**src/rtl/cobsr_pkg.sv**
```systemverilog
package cobsr_pkg;

	// default sizes
	localparam int BUFFER_DEPTH_DEF = 64;
	localparam int PACKET_BYTES_DEF = 4;

	// framing bytes
	localparam logic [7:0] FRAME_DELIM = 8'h00;
	localparam logic [7:0] CODE_MAX    = 8'hFF;

	// result status codes
	typedef logic [1:0] status_t;
	localparam status_t STATUS_NONE    = 2'd0;
	localparam status_t STATUS_OK      = 2'd1;
	localparam status_t STATUS_LEN_ERR = 2'd2;
	localparam status_t STATUS_SUM_ERR = 2'd3;

endpackage

```
**src/rtl/cobsr_byte_if.sv**
```systemverilog
interface cobsr_byte_if;
	logic       valid;
	logic       ready;
	logic [7:0] rx_byte;

	modport source (output valid, output rx_byte, input ready);
	modport sink (input valid, input rx_byte, output ready);
endinterface

```
**src/rtl/cobsr_result_if.sv**
```systemverilog
interface cobsr_result_if;
	logic                 valid;
	logic                 ready;
	cobsr_pkg::status_t   status;
	logic [7:0]           dev_id;
	logic [15:0]          range_value;

	modport source (output valid, output status, output dev_id, output range_value,
		input ready);
	modport sink (input valid, input status, input dev_id, input range_value,
		output ready);
endinterface

```
**src/rtl/cobsr_packet_receiver.sv**
```systemverilog
// cobsr_packet_receiver: byte-wise cobs/r deframer with an xor-checked sensor packet
//
// rx channel: one received byte per transfer; a zero byte closes the current frame.
// pkt channel: exactly one result per accepted byte. a nonzero byte gives status none;
//   a delimiter gives ok, length error or checksum error (none for an empty frame).
//   dev_id and range_value are nonzero only with status ok.
// latency: the result of a byte is offered in the cycle after its transfer.
// throughput: one byte per cycle unless the result stalls; decode, checksum and result
//   selection all sit between the frame state registers and the single result register.
// stall: the result register holds while pkt.ready is low; rx.ready then drops, so
//   a new byte is taken whenever the result register is empty or being drained.
// overlong frames (more than BUFFER_DEPTH nonzero bytes) are dropped silently and
//   the following bytes start a fresh frame.
// reset: arst_n clears the frame state and drops any result that was pending; the
//   stored packet bytes are not cleared, they are only read after a full rewrite.
module cobsr_packet_receiver #(
	parameter int BUFFER_DEPTH = cobsr_pkg::BUFFER_DEPTH_DEF,
	parameter int PACKET_BYTES = cobsr_pkg::PACKET_BYTES_DEF
) (
	input  logic                  clk,
	input  logic                  arst_n,
	cobsr_byte_if.sink            rx,
	cobsr_result_if.source        pkt
);

	localparam int RAW_W  = $clog2(BUFFER_DEPTH + 1);
	localparam int CNT_W  = $clog2(PACKET_BYTES + 2);
	// byte positions of the range field, zero when the packet has no such data byte
	localparam int LO_IDX = (PACKET_BYTES > 2) ? 1 : 0;
	localparam int HI_IDX = (PACKET_BYTES > 3) ? 2 : 0;

	// frame state
	logic [RAW_W-1:0] raw_count_q;
	logic [7:0]       run_left_q;
	logic [7:0]       last_code_q;
	logic             code_seen_q;
	logic [CNT_W-1:0] dec_count_q;
	logic [7:0]       pkt_bytes_q [PACKET_BYTES];

	// next frame state
	logic [RAW_W-1:0] raw_count_nx;
	logic [7:0]       run_left_nx;
	logic [7:0]       last_code_nx;
	logic             code_seen_nx;
	logic [CNT_W-1:0] dec_count_nx;
	logic [7:0]       pkt_bytes_nx [PACKET_BYTES];
	logic             clear_frame;
	logic             frame_end;

	// at most one decoded byte per input byte
	logic             dec_en;
	logic [7:0]       dec_val;

	// result of this byte
	logic [7:0]          chk_xor;
	cobsr_pkg::status_t  res_status;
	logic [7:0]          res_sid;
	logic [15:0]         res_range;

	// result register
	logic                pkt_valid_q;
	cobsr_pkg::status_t  status_q;
	logic [7:0]          dev_id_q;
	logic [15:0]         range_value_q;

	logic accept;

	assign rx.ready = !pkt_valid_q || pkt.ready;
	assign accept   = rx.valid && rx.ready;

	// run tracking: code bytes open a run, data bytes consume it
	always_comb begin
		raw_count_nx = raw_count_q;
		run_left_nx  = run_left_q;
		last_code_nx = last_code_q;
		code_seen_nx = code_seen_q;
		dec_en       = 1'b0;
		dec_val      = '0;
		clear_frame  = 1'b0;
		frame_end    = 1'b0;
		if (rx.rx_byte != cobsr_pkg::FRAME_DELIM) begin
			if (raw_count_q == RAW_W'(BUFFER_DEPTH)) begin
				clear_frame = 1'b1;
			end else begin
				raw_count_nx = raw_count_q + RAW_W'(1);
				if (run_left_q == 8'd0) begin
					// implicit zero between runs unless the previous code was the maximum
					dec_en       = code_seen_q && (last_code_q != cobsr_pkg::CODE_MAX);
					dec_val      = 8'd0;
					last_code_nx = rx.rx_byte;
					run_left_nx  = rx.rx_byte - 8'd1;
					code_seen_nx = 1'b1;
				end else begin
					dec_en      = 1'b1;
					dec_val     = rx.rx_byte;
					run_left_nx = run_left_q - 8'd1;
				end
			end
		end else if (raw_count_q != '0) begin
			// reduction rule: an unfinished run ends with its own code byte
			dec_en      = (run_left_q != 8'd0);
			dec_val     = last_code_q;
			frame_end   = 1'b1;
			clear_frame = 1'b1;
		end
	end

	// store the decoded byte, count saturates one above the packet length
	always_comb begin
		for (int i = 0; i < PACKET_BYTES; i++) begin
			pkt_bytes_nx[i] = (dec_en && dec_count_q == CNT_W'(i)) ? dec_val : pkt_bytes_q[i];
		end
		dec_count_nx = dec_count_q;
		if (dec_en) begin
			if (dec_count_q < CNT_W'(PACKET_BYTES)) begin
				dec_count_nx = dec_count_q + CNT_W'(1);
			end else begin
				dec_count_nx = CNT_W'(PACKET_BYTES + 1);
			end
		end
	end

	// frame check on the bytes including the one decoded at the delimiter
	always_comb begin
		chk_xor = '0;
		for (int i = 0; i < PACKET_BYTES - 1; i++) begin
			chk_xor = chk_xor ^ pkt_bytes_nx[i];
		end
		res_status = cobsr_pkg::STATUS_NONE;
		res_sid    = '0;
		res_range  = '0;
		if (frame_end) begin
			if (dec_count_nx != CNT_W'(PACKET_BYTES)) begin
				res_status = cobsr_pkg::STATUS_LEN_ERR;
			end else if (chk_xor != pkt_bytes_nx[PACKET_BYTES-1]) begin
				res_status = cobsr_pkg::STATUS_SUM_ERR;
			end else begin
				res_status = cobsr_pkg::STATUS_OK;
				res_sid    = pkt_bytes_nx[0];
				res_range  = {(PACKET_BYTES > 3) ? pkt_bytes_nx[HI_IDX] : 8'd0,
					(PACKET_BYTES > 2) ? pkt_bytes_nx[LO_IDX] : 8'd0};
			end
		end
	end

	always_ff @(posedge clk or negedge arst_n) begin
		if (!arst_n) begin
			raw_count_q <= '0;
			run_left_q  <= '0;
			last_code_q <= '0;
			code_seen_q <= 1'b0;
			dec_count_q <= '0;
		end else if (accept) begin
			if (clear_frame) begin
				raw_count_q <= '0;
				run_left_q  <= '0;
				last_code_q <= '0;
				code_seen_q <= 1'b0;
				dec_count_q <= '0;
			end else begin
				raw_count_q <= raw_count_nx;
				run_left_q  <= run_left_nx;
				last_code_q <= last_code_nx;
				code_seen_q <= code_seen_nx;
				dec_count_q <= dec_count_nx;
			end
		end
	end

	// packet bytes carry no reset
	always_ff @(posedge clk) begin
		if (accept) begin
			for (int i = 0; i < PACKET_BYTES; i++) begin
				pkt_bytes_q[i] <= pkt_bytes_nx[i];
			end
		end
	end

	always_ff @(posedge clk or negedge arst_n) begin
		if (!arst_n) begin
			pkt_valid_q <= 1'b0;
		end else if (accept) begin
			pkt_valid_q <= 1'b1;
		end else if (pkt.ready) begin
			pkt_valid_q <= 1'b0;
		end
	end

	always_ff @(posedge clk) begin
		if (accept) begin
			status_q      <= res_status;
			dev_id_q      <= res_sid;
			range_value_q <= res_range;
		end
	end

	assign pkt.valid       = pkt_valid_q;
	assign pkt.status      = status_q;
	assign pkt.dev_id      = dev_id_q;
	assign pkt.range_value = range_value_q;

`ifndef SYNTH
	a_raw_bound: assert property (@(posedge clk) disable iff (!arst_n)
		raw_count_q <= RAW_W'(BUFFER_DEPTH))
		else $error("raw byte count past buffer depth");

	a_cnt_bound: assert property (@(posedge clk) disable iff (!arst_n)
		dec_count_q <= CNT_W'(PACKET_BYTES + 1))
		else $error("decoded count past saturation");

	a_run_needs_code: assert property (@(posedge clk) disable iff (!arst_n)
		!code_seen_q |-> (run_left_q == 8'd0 && dec_count_q == '0))
		else $error("run or decoded bytes without a code byte");

	a_data_only_ok: assert property (@(posedge clk) disable iff (!arst_n)
		(pkt_valid_q && status_q != cobsr_pkg::STATUS_OK) |->
		(dev_id_q == 8'd0 && range_value_q == 16'd0))
		else $error("packet data without status ok");

	a_empty_frame: assert property (@(posedge clk) disable iff (!arst_n)
		(accept && rx.rx_byte == cobsr_pkg::FRAME_DELIM && raw_count_q == '0) |=>
		(pkt_valid_q && status_q == cobsr_pkg::STATUS_NONE))
		else $error("empty frame gave a packet status");
`endif

endmodule

```
**src/flat_wrapper.sv**
```systemverilog
// flat-port wrapper written by rule: the top's interface ports become plain ports
module cobsr_packet_receiver_flat 
#(
	parameter int BUFFER_DEPTH = cobsr_pkg::BUFFER_DEPTH_DEF,
	parameter int PACKET_BYTES = cobsr_pkg::PACKET_BYTES_DEF
)
  (clk, arst_n, rx_valid, rx_rx_byte, rx_ready, pkt_valid, pkt_status, pkt_dev_id, pkt_range_value, pkt_ready);
  cobsr_byte_if rx_i ();
  cobsr_result_if pkt_i ();
  input  logic clk;
  input  logic arst_n;
  input wire logic [$bits(rx_i.valid)-1:0] rx_valid;
  input wire logic [$bits(rx_i.rx_byte)-1:0] rx_rx_byte;
  output wire logic [$bits(rx_i.ready)-1:0] rx_ready;
  output wire logic [$bits(pkt_i.valid)-1:0] pkt_valid;
  output wire logic [$bits(pkt_i.status)-1:0] pkt_status;
  output wire logic [$bits(pkt_i.dev_id)-1:0] pkt_dev_id;
  output wire logic [$bits(pkt_i.range_value)-1:0] pkt_range_value;
  input wire logic [$bits(pkt_i.ready)-1:0] pkt_ready;
  assign rx_i.valid = rx_valid;
  assign rx_i.rx_byte = rx_rx_byte;
  assign rx_ready = rx_i.ready;
  assign pkt_valid = pkt_i.valid;
  assign pkt_status = pkt_i.status;
  assign pkt_dev_id = pkt_i.dev_id;
  assign pkt_range_value = pkt_i.range_value;
  assign pkt_i.ready = pkt_ready;
  cobsr_packet_receiver #(.BUFFER_DEPTH(BUFFER_DEPTH), .PACKET_BYTES(PACKET_BYTES)) u_core (.clk(clk), .arst_n(arst_n), .rx(rx_i), .pkt(pkt_i));
endmodule
```
**config.mk**
```make
export PLATFORM = sky130hd
export DESIGN_NAME = cobsr_packet_receiver_flat
export DESIGN_NICKNAME = d
export VERILOG_FILES = /design/src/rtl/cobsr_pkg.sv /design/src/rtl/cobsr_byte_if.sv /design/src/rtl/cobsr_result_if.sv /design/src/rtl/cobsr_packet_receiver.sv /design/src/flat_wrapper.sv
export SDC_FILE = /design/constraint.sdc
export NUM_CORES = 1
export LEC_CHECK = 0
export BUFFER_PORTS_ARGS = -buffer_cell sky130_fd_sc_hd__buf_2
export CELL_PAD_IN_SITES_DETAIL_PLACEMENT = 2
export CELL_PAD_IN_SITES_GLOBAL_PLACEMENT = 2
export CORE_ASPECT_RATIO = 0.7
export CORE_MARGIN = 4
export CORE_UTILIZATION = 37
export CTS_BUF_LIST = sky130_fd_sc_hd__clkbuf_4 sky130_fd_sc_hd__clkbuf_8
export CTS_CLUSTER_SIZE = 28
export DETAILED_ROUTE_END_ITERATION = 6
export HOLD_SLACK_MARGIN = 0.08
export PLACE_DENSITY = 0.8
export SLEW_MARGIN = 20
export SYNTH_ARGS = -nofsm -noshare
export SYNTH_HDL_FRONTEND = slang
export SYNTH_SLANG_ARGS = --single-unit
```
**constraint.sdc**
```tcl
create_clock -name clk -period 3.3 [get_ports clk]
set_input_delay 0.66 -clock clk [delete_from_list [all_inputs] [get_ports clk]]
set_output_delay 0.66 -clock clk [all_outputs]
set_load 0.02 [all_outputs]
```
==> results.yml, run 1 <==
yosys:
  syn_area_um2: 5410
  synth_flop_cell: "edfxtp_1"
  synth_nets: 568
  avgSynthCellArea_um2: 9.85
  ys_seq_area_share_pct: 45.2
  synth_top_area_share_pct: 32.2
  ys_ff_latch: 86
  synth_area_leaders: "edfxtp_1, dfrtp_1, nor4_2"
  synth_top_area_cell: "edfxtp_1"
  ys.warnings.count: 0
  postSynthCellCount: 549
  synthArstFlopShare_pct: 32.6
  synth_edf_count: 58
  synthDistinctLibCells: 69
  post-synth-top-count-cell: "edfxtp_1"
  ys_top_cells_by_count: "edfxtp_1, nand2_1, nor2_1"
clock_network:
  cts_buffer_depth: 2
  clk_pin_slew_ns: 0.11
  cts_htree_levels: 3
  cts_tree: "yes"
  cts_root_buf: "clkbuf_8"
  hold_buffers: 0
  cts_buffers: 9
  clock-sinks: 86
  clock_latency_ns: 0.42
worst_setup_path:
  required_ns: 3.51
  start_kind: "input pin"
  crit_arrival_ns: 4.69
  critPathKind: "in2reg"
  worst-path-max-fanout: 7
  end_kind: "flop"
sta:
  fmax_mhz: 224
  final.setup_skew_ns: 0.0268
  fin_hold_ws_ns: 0.314
  rsz0062_at_grt: "yes"
  setup_slack_ns: -1.17
  setup_viol: 34
  hold_viol_final: 0
  maxSlewViolCount: 0
  maxSlewHeadroom_pct: 39.1
  worstMarginPinSlew_ns: 0.914
  period_minus_slack_ns: 4.47
  fin_crit_sh_pct: 136
drt:
  wire_per_inst_um: 41.3
  ant_nets: 0
  drc_errors: 0
  dr.first_iter.drc_count: 897
  wirelength_um: 38600
  dr.pass1.iters: 5
  vias_per_cell: 7.27
  vias: 6790
finish:
  diodes: 0
  area_growth_pct: 50.7
  final_nets: 758
  n_fill_cell: 1369
  layout-drive-gt1-share_pct: 46.4
  utilization_pct: 57.8
flow_run:
  max-cap-violations: 0
floorplan:
  core-area_um2: 14100
  num_rows: 36
  die_w_um: 152
  start_util_pct: 38.3
  die_area_um2: 16600
  dieHeight_um: 109
  io_pins: 40
grt:
  grt_pass1_wl_um: 47500
  grtUsageTotal_pct: 38.9
  grt_antenna_before_repair: 0
  grt_overflow: 0
  grt_pass1_vias: 6859
  grt_start_max_net_pins: 60
power_and_ir_drop:
  p_total_mw: 6.56
  leakage_nw: 3.44
  ir_worst_vdd_v: 0.000425
  power_density_nw_per_um2: 805
place:
  gp_congestion: 0.867
  port_buffers: 39
  dp_hpwl_um: 17700
hold_path:
  hold_path_class: "in2async"
run_status:
  violations: "negative setup slack"
  status: "finished with violations"
[final timing paths]
kind                                  startpoint                         to  slack [ns]  cells past startpoint
max in group asynchronous                 arst_n      u_core.raw_count_q[0]        2.49                      1
min reg2reg                   u_core.code_seen_q         u_core.code_seen_q        0.59                      1
max                                rx_rx_byte[3]  u_core.pkt.range_value[6]       -1.17                     16
max reg2reg                u_core.raw_count_q[0]  u_core.pkt.range_value[6]       -1.01                     18
min                                       arst_n      u_core.last_code_q[1]        0.31                      1
min in group clk                        rx_valid           u_core.pkt.valid        0.49                      2
[placed cells by master (no fill, tap or decap), types with 5 or more instances in the layout]
cell type / Yosys / routed
buf_4: 1 / 142
edfxtp_1: 58 / 58
nand2_1: 55 / 53
buf_2: 12 / 40
nor2_1: 41 / 38
a21oi_1: 33 / 31
dfrtp_1: 28 / 28
o21ai_0: 28 / 27
inv_1: 25 / 23
nor4_4: 0 / 22
buf_6: 3 / 15
nor3_1: 20 / 14
nand3_1: 16 / 13
nand4_1: 10 / 10
a221oi_2: 2 / 10
a22o_1: 10 / 10
clkbuf_8: 0 / 9
nor4_2: 22 / 8
and3_1: 10 / 8
xnor2_1: 8 / 8
buf_12: 0 / 8
o22ai_1: 11 / 7
a211oi_1: 11 / 6
ha_1: 7 / 6
nand2b_1: 5 / 5
a2111o_1: 5 / 5
a211oi_2: 0 / 5
xor2_1: 8 / 5
[critical path, stage by stage]
cell     delay [ns]
buf_2          0.12
nor4_2         0.54
nand2_1        0.31
buf_4          0.27
nor4_2         0.51
buf_4          0.22
or2_4          0.17
buf_4          0.15
nand2_2        0.14
o211a_1        0.30
xnor2_1        0.27
buf_4          0.20
nand4_4        0.19
buf_6          0.19
buf_16         0.15
nor4_4         0.27
[stage by stage]
stage	cells	setup TNS [ns]	cell area (µm²)	setup WS, ns
2_1_floorplan	549	-0.765	5490	-0.0481
3_3_place_gp	872	-17.62	6760	-0.710
3_5_place_dp	872	-23.79	6760	-1.04
4_1_cts	915	-12.51	7620	-0.564
5_1_grt	934	-26.98	8150	-1.14
6_report	934	-27.75	8150	-1.17
[report_power, final]
part / switching, mW / leakage (nW) / internal, mW
Sequential: 0.280 / 0.915 / 1.38
Clock: 0.532 / 0.105 / 0.370
Combinational: 2.43 / 2.42 / 1.56
[flip-flops by register name, summed over array words and instances (netlist names)]
name                    count
u_core.code_seen_q          1
u_core.dec_count_q          3
u_core.last_code_q          8
u_core.pkt.dev_id           8
u_core.pkt.range_value     16
u_core.pkt.status           2
u_core.pkt.valid            1
u_core.pkt_bytes_q         32
u_core.raw_count_q          7
u_core.run_left_q           8
[logic make-up (layout without fill, tap and decap cells)]
family | Yosys count | in the layout | synth area share (%)
compound gates | 152 | 152 | 19.9
buf+inv | 59 | 254 | 4.88
flops | 86 | 86 | 45.2
xor+xnor | 18 | 18 | 3.19
fa+ha+maj | 7 | 7 | 1.62
simple gates | 225 | 225 | 24.8
mux | 2 | 2 | 0.370
[final cells by class]
class	count	area, µm²	share of cell area (%)
flip-flops and latches	86	2440	30.0
well taps	190	238	2.92
clock inverters	7	86.3	1.06
multi-input cells	404	3400	41.7
clock buffers	9	124	1.52
inverters	26	98.8	1.21
repair buffers	212	1760	21.6
[repair_timing]
| item | in CTS | in global routing |
|---|---|---|
| cloned | 4 | 4 |
| pin swaps | 29 | 38 |
| endpoints found under the setup margin | 27 | 29 |
| buffers inserted | 23 | 19 |
| resized for setup | 68 | 68 |
[routing by layer]
metal | routed length, µm | global-route usage (%)
met5 | 0 | 0
met3 | 3590 | 9.92
met2 | 17600 | 65.4
met1 | 14000 | 45.9
met4 | 3410 | 22.5
Power figures use the tool's default switching activity.
==> inputs of run 2 (changes only) <==
==> constraint.sdc (replaced) <==
create_clock -name clk -period 3.3 [get_ports clk]
set_input_delay 0.165 -clock clk [delete_from_list [all_inputs] [get_ports clk]]
set_output_delay 0.165 -clock clk [all_outputs]
set_load 0.02 [all_outputs]
==> run 2 against run 1 <==
The run still ends with negative setup slack left. Sequential share of layout area decreased by 0.33 points. Combinational power increased by 3%. Design area rose by 1.1%. First-iteration DRC count shrank 0.56%. Non-clock buffer count increased by 17. Wire length up 8.7%. Flip-flop and latch count did not move. Via count grew 3.8%. Critical path depth shrank 4. Hold slack lost 0.15 ns. Sequential power is essentially flat. Largest cell class unchanged.
==> results.yml, run 2 (synthesized netlist as in run 1, its figures left out) <==
worst_setup_path:
  crit_arrival_ns: 5.09
  rr_worst_depth: 12
  worstPathBufferInverterCount: 3
  crit_slowest_cell: "o21ai_1"
  worst-path-max-fanout: 10
  cp.depth: 12
  start_kind: "flop"
  slowest_delay_ns: 0.84
  critPathKind: "reg2reg"
  required_ns: 3.47
  crit_chain: "nand4_1 > o21ai_1 > a2111o_1 > a21boi_4 > buf_12 > buf_6 > a211oi_2 > o22ai_2 > xnor2_2 > nand4_4 > bufbuf_16 > nor4_4"
  path_delay_family: "compound AO/OA/AOI/OAI gates"
  end_kind: "flop"
clock_network:
  clk_pin_slew_ns: 0.12
  cts_tree: "yes"
  cts_buffer_depth: 2
  clock_latency_ns: 0.44
  cts_buffers: 9
  cts_htree_levels: 3
  clock-sinks: 86
  cts_root_buf: "clkbuf_8"
flow_run:
  max-cap-violations: 0
floorplan:
  core-area_um2: 14100
  die_w_um: 152
  io_pins: 40
  start_util_pct: 38.3
  num_rows: 36
  dieHeight_um: 109
  die_area_um2: 16600
sta:
  hold_viol_final: 0
  fmax_mhz: 203
  maxSlewViolCount: 0
  fin_tns_setup_ns: -34.55
  period_minus_slack_ns: 4.92
  maxSlewHeadroom_pct: 35.0
  fin_hold_ws_ns: 0.165
  final.setup_skew_ns: 0.0332
  rsz0062_at_grt: "yes"
  fin_crit_sh_pct: 149
  setup_viol: 33
  worstMarginPinSlew_ns: 0.971
  setup_slack_ns: -1.62
grt:
  grt_start_max_net_pins: 57
  grt_pass1_vias: 6900
  grt_pass1_wl_um: 49200
  grt_antenna_before_repair: 3
  grtUsageTotal_pct: 41.0
  grt_overflow: 0
finish:
  fin_area_um2: 8240
  largest_register: "u_core.pkt_bytes_q"
  layout_common_cells: "buf_4, edfxtp_1, nand2_1, buf_2, nor2_1"
  layout-drive-gt1-share_pct: 46.0
  n_fill_cell: 1362
  area_growth_pct: 52.4
  final_common_cell: "buf_4"
  final_nets: 775
  largest_reg_flops: 32
drt:
  dr.pass1.iters: 7
  vias_per_cell: 7.39
  ant_nets: 0
  wirelength_um: 42000
  dr.first_iter.drc_count: 892
  wire_per_inst_um: 44.0
  drc_errors: 0
  vias: 7051
place:
  port_buffers: 39
  post_dp_cell_area_um2: 6810
  dp_hpwl_um: 17100
  gp_congestion: 0.842
  place_ws_ns: -0.519
hold_path:
  hold_path_class: "in2reg"
  hold_path_depth: 3
power_and_ir_drop:
  p_sw_share_pct: 49.3
  power.switching_mw: 3.29
  p_clk_share_pct: 13.7
  internal_power_mw: 3.39
  ir_worst_vdd_v: 0.000703
  power_density_nw_per_um2: 811
  leakage_nw: 3.50
  p_comb_share_pct: 61.6
  seq_power_share_pct: 24.7
run_status:
  status: "finished with violations"
  violations: "negative setup slack"
==> run 2: cell type report <==
class / count / area, µm² / area share (%)
Multi-Input combinational cell: 404 / 3370 / 40.9
Sequential cell: 86 / 2440 / 29.7
Inverter: 26 / 97.6 / 1.18
Timing Repair Buffer: 229 / 1870 / 22.7
Clock buffer: 9 / 124 / 1.50
Clock inverter: 7 / 88.8 / 1.08
Antenna cell: 3 / 7.51 / 0.0911
Tap cell: 190 / 238 / 2.89
==> run 2: worst paths after layout <==
| check | slack (ns) | endpoint | from |
|---|---|---|---|
| worst max-delay path | -1.62 | u_core.pkt.range_value[0] | u_core.last_code_q[2] |
| min in group asynchronous | 0.37 | u_core.last_code_q[3] | arst_n |
| worst min register to register | 0.57 | u_core.code_seen_q | u_core.code_seen_q |
| worst max register to register | -1.62 | u_core.pkt.range_value[0] | u_core.last_code_q[2] |
| max in group asynchronous | 2.42 | u_core.last_code_q[1] | arst_n |
| worst min-delay path | 0.16 | u_core.last_code_q[6] | rx_rx_byte[6] |
==> run 2: stage by stage <==
| stage | instances | total power [mW] | util [%] |
|---|---|---|---|
| floorplan | 549 | 2.87 | - |
| global placement | 881 | 3.87 | 48.3 |
| detailed placement | 881 | 4.15 | 48.3 |
| CTS | 922 | 5.62 | 54.3 |
| global route | 952 | 6.71 | 58.4 |
| finish | 954 | 6.68 | 58.4 |
==> run 2: timing repair <==
item	in CTS	in global routing
setup buffers	18	30
hold buffers	3	0
endpoints found under the hold margin	29	0
endpoints found under the setup margin	26	38
gates resized for setup	64	77
gates cloned	4	4
pin swaps	5	23
==> run 2: worst min-delay path: stages <==
cell and delay, ns:
buf_2 0.10, buf_4 0.14, a22o_1 0.14
==> run 2: power groups by stage <==
| stage | Sequential, mW | Clock [mW] | Combinational [mW] |
|---|---|---|---|
| after floorplan | 1.56 | 0 | 1.31 |
| after global placement | 1.55 | 0 | 2.32 |
| after detailed placement | 1.58 | 0 | 2.57 |
| after CTS | 1.57 | 0.888 | 3.17 |
| after global routing | 1.65 | 0.937 | 4.13 |
| final | 1.65 | 0.913 | 4.11 |
==> run 2: per-layer routing <==
| metal | global-route usage, % | vias up | wire [µm] |
|---|---|---|---|
| met4 | 26.4 | 2 | 4430 |
| met2 | 68.8 | 744 | 18400 |
| li1 | - | 2524 | - |
| met3 | 9.80 | 359 | 4770 |
| met5 | 0 | - | 11 |
| met1 | 47.8 | 3422 | 14400 |
==> inputs of run 3 (changes only) <==
--- a/config.mk
+++ b/config.mk
@@ -15,7 +15,7 @@
 export CTS_CLUSTER_SIZE = 28
 export DETAILED_ROUTE_END_ITERATION = 6
 export HOLD_SLACK_MARGIN = 0.08
-export PLACE_DENSITY = 0.8
+export PLACE_DENSITY_LB_ADDON = 0.1
 export SLEW_MARGIN = 20
 export SYNTH_ARGS = -nofsm -noshare
 export SYNTH_HDL_FRONTEND = slang
==> run 3 against run 2 <==
The run still ends with negative setup slack left. Highest routed layer is now met4. Worst setup slack improved by 0.75 ns. Largest power group unchanged. First-iteration DRC count shrank 38%. Clock power shrank 16%. Sequential power down 3%. Utilization is 4.5 points lower.
==> results.yml, run 3 (synthesized netlist as in run 1, its figures left out) <==
run_status:
  status: "finished with violations"
  violations: "negative setup slack"
power_and_ir_drop:
  internal_power_mw: 2.98
  leakage_nw: 3.17
  p_clk_share_pct: 13.7
  power_density_nw_per_um2: 740
  p_total_mw: 5.62
  ir_worst_vdd_v: 0.000258
  p_sw_share_pct: 47.1
  seq_power_share_pct: 28.5
  p_comb_share_pct: 57.9
  power.switching_mw: 2.65
sta:
  rsz0062_at_grt: "yes"
  period_minus_slack_ns: 4.17
  fin_hold_ws_ns: 0.0803
  maxSlewHeadroom_pct: 37.8
  setup_slack_ns: -0.870
  setup_viol: 25
  worstMarginPinSlew_ns: 0.930
  fmax_mhz: 240
  hold_viol_final: 0
  final.setup_skew_ns: 0.0215
  maxSlewViolCount: 0
  fin_tns_setup_ns: -19.54
  fin_crit_sh_pct: 126
finish:
  largest_reg_flops: 32
  layout-drive-gt1-share_pct: 39.3
  layout_common_cells: "buf_4, edfxtp_1, nand2_1, nor2_1, buf_2"
  largest_register: "u_core.pkt_bytes_q"
  n_fill_cell: 1395
  diodes: 0
  instances_no_fill: 905
  fin_area_um2: 7600
  utilization_pct: 53.9
  final_nets: 729
  final_common_cell: "buf_4"
  area_growth_pct: 40.6
clock_network:
  clock-sinks: 86
  cts_buffers: 9
  cts_tree: "yes"
  cts_buffer_depth: 2
  clk_pin_slew_ns: 0.10
  cts_root_buf: "clkbuf_8"
  clock_latency_ns: 0.40
  cts_htree_levels: 3
grt:
  grt_start_max_net_pins: 61
  grtUsageTotal_pct: 31.0
  grt_pass1_wl_um: 39200
  grt_pass1_vias: 6257
  grt_antenna_before_repair: 0
  grt_overflow: 0
drt:
  dr.first_iter.drc_count: 553
  wirelength_um: 30000
  vias: 6001
  dr.pass1.iters: 5
  ant_nets: 0
  vias_per_cell: 6.63
  wire_per_inst_um: 33.1
  drc_errors: 0
place:
  port_buffers: 39
  post_dp_cell_area_um2: 6690
  dp_hpwl_um: 16300
  place_ws_ns: -0.682
  gp_congestion: 0.869
  placed_cells_incl_taps: 864
flow_run:
  max-cap-violations: 0
worst_setup_path:
  rr_worst_depth: 14
  required_ns: 3.47
  crit_arrival_ns: 4.34
  rr_startpoint: "u_core.raw_count_q[0]"
  worst-path-max-fanout: 6
  critPathKind: "reg2reg"
  end_kind: "flop"
  r2r_slack_ns: -0.87
  worstReg2RegEnd: "u_core.pkt.range_value[0]"
  start_kind: "flop"
floorplan:
  dieHeight_um: 109
  io_pins: 40
  start_util_pct: 38.3
  core-area_um2: 14100
  die_w_um: 152
  num_rows: 36
  die_area_um2: 16600
hold_path:
  hold_path_class: "in2reg"
  hold_end: "u_core.pkt.valid"
  worstHoldStart: "pkt_ready"
  hold_path_depth: 3
run 3: cell types whose count changed in the layout (fill, tap and decap cells not counted), moves of 5 or more:
cell / previous run / this run
a221oi_1: 1 / 8
a221oi_4: 5 / 0
buf_4: 160 / 126
buf_6: 13 / 3
nor3_1: 12 / 17
nor3_2: 7 / 2
nor4_4: 22 / 17
run 3: per-layer routing:
layer | GRT usage (%) | vias up | wire [µm]
met5 | 0 | - | 0
li1 | - | 2428 | -
met2 | 53.4 | 366 | 14300
met4 | 15.2 | 0 | 1290
met3 | 6.15 | 108 | 2240
met1 | 37.8 | 3099 | 12100
run 3: worst max-delay path: stages (launching register included):
cell and delay [ns]:
dfrtp_1 0.40, inv_1 0.07, ha_2 0.17, or4b_4 0.53, nor3b_4 0.31, buf_6 0.18
a2111o_1 0.15, nand2_2 0.12, buf_4 0.19, a2111oi_1 0.62, a211oi_2 0.15, xnor2_2 0.27
nand4_4 0.20, buf_12 0.21, nor4_4 0.35
run 3: final cells by class:
| type | count | area, µm² | area share (%) |
|---|---|---|---|
| multi-input cells | 404 | 3160 | 41.6 |
| flip-flops and latches | 86 | 2440 | 32.1 |
| repair buffers | 183 | 1480 | 19.5 |
| well taps | 190 | 238 | 3.13 |
| clock buffers | 10 | 131 | 1.73 |
| inverters | 26 | 97.6 | 1.28 |
| clock inverters | 6 | 46.3 | 0.609 |
run 3: timing repair:
action | 4_1_cts | 5_1_grt
setup buffers | 10 | 11
endpoints found under the hold margin | 29 | 0
hold buffers | 2 | 0
pin swaps | 8 | 36
setup endpoints to repair | 25 | 27
gates resized for setup | 34 | 42
cloned | 2 | 2
run 3: worst max-delay path by stage:
stage / startpoint / to / slack, ns / cells after the start
3_5_place_dp: u_core.raw_count_q[0] / u_core.pkt.range_value[0] / -0.68 / 12
6_report: u_core.raw_count_q[0] / u_core.pkt.range_value[0] / -0.87 / 14
5_1_grt: u_core.raw_count_q[0] / u_core.pkt.dev_id[4] / -1.01 / 14
2_1_floorplan: u_core.raw_count_q[0] / u_core.pkt.range_value[2] / -0.03 / 13
3_3_place_gp: u_core.raw_count_q[0] / u_core.pkt.range_value[7] / -0.38 / 12
4_1_cts: u_core.raw_count_q[1] / u_core.pkt.range_value[0] / -0.45 / 14
run 3: power groups by stage:
stage	combinational (mW)	clock, mW	sequential (mW)
2_1_floorplan	1.31	0	1.56
3_3_place_gp	2.20	0	1.56
3_5_place_dp	2.38	0	1.59
4_1_cts	2.69	0.755	1.57
5_1_grt	3.36	0.822	1.62
6_report	3.25	0.769	1.60
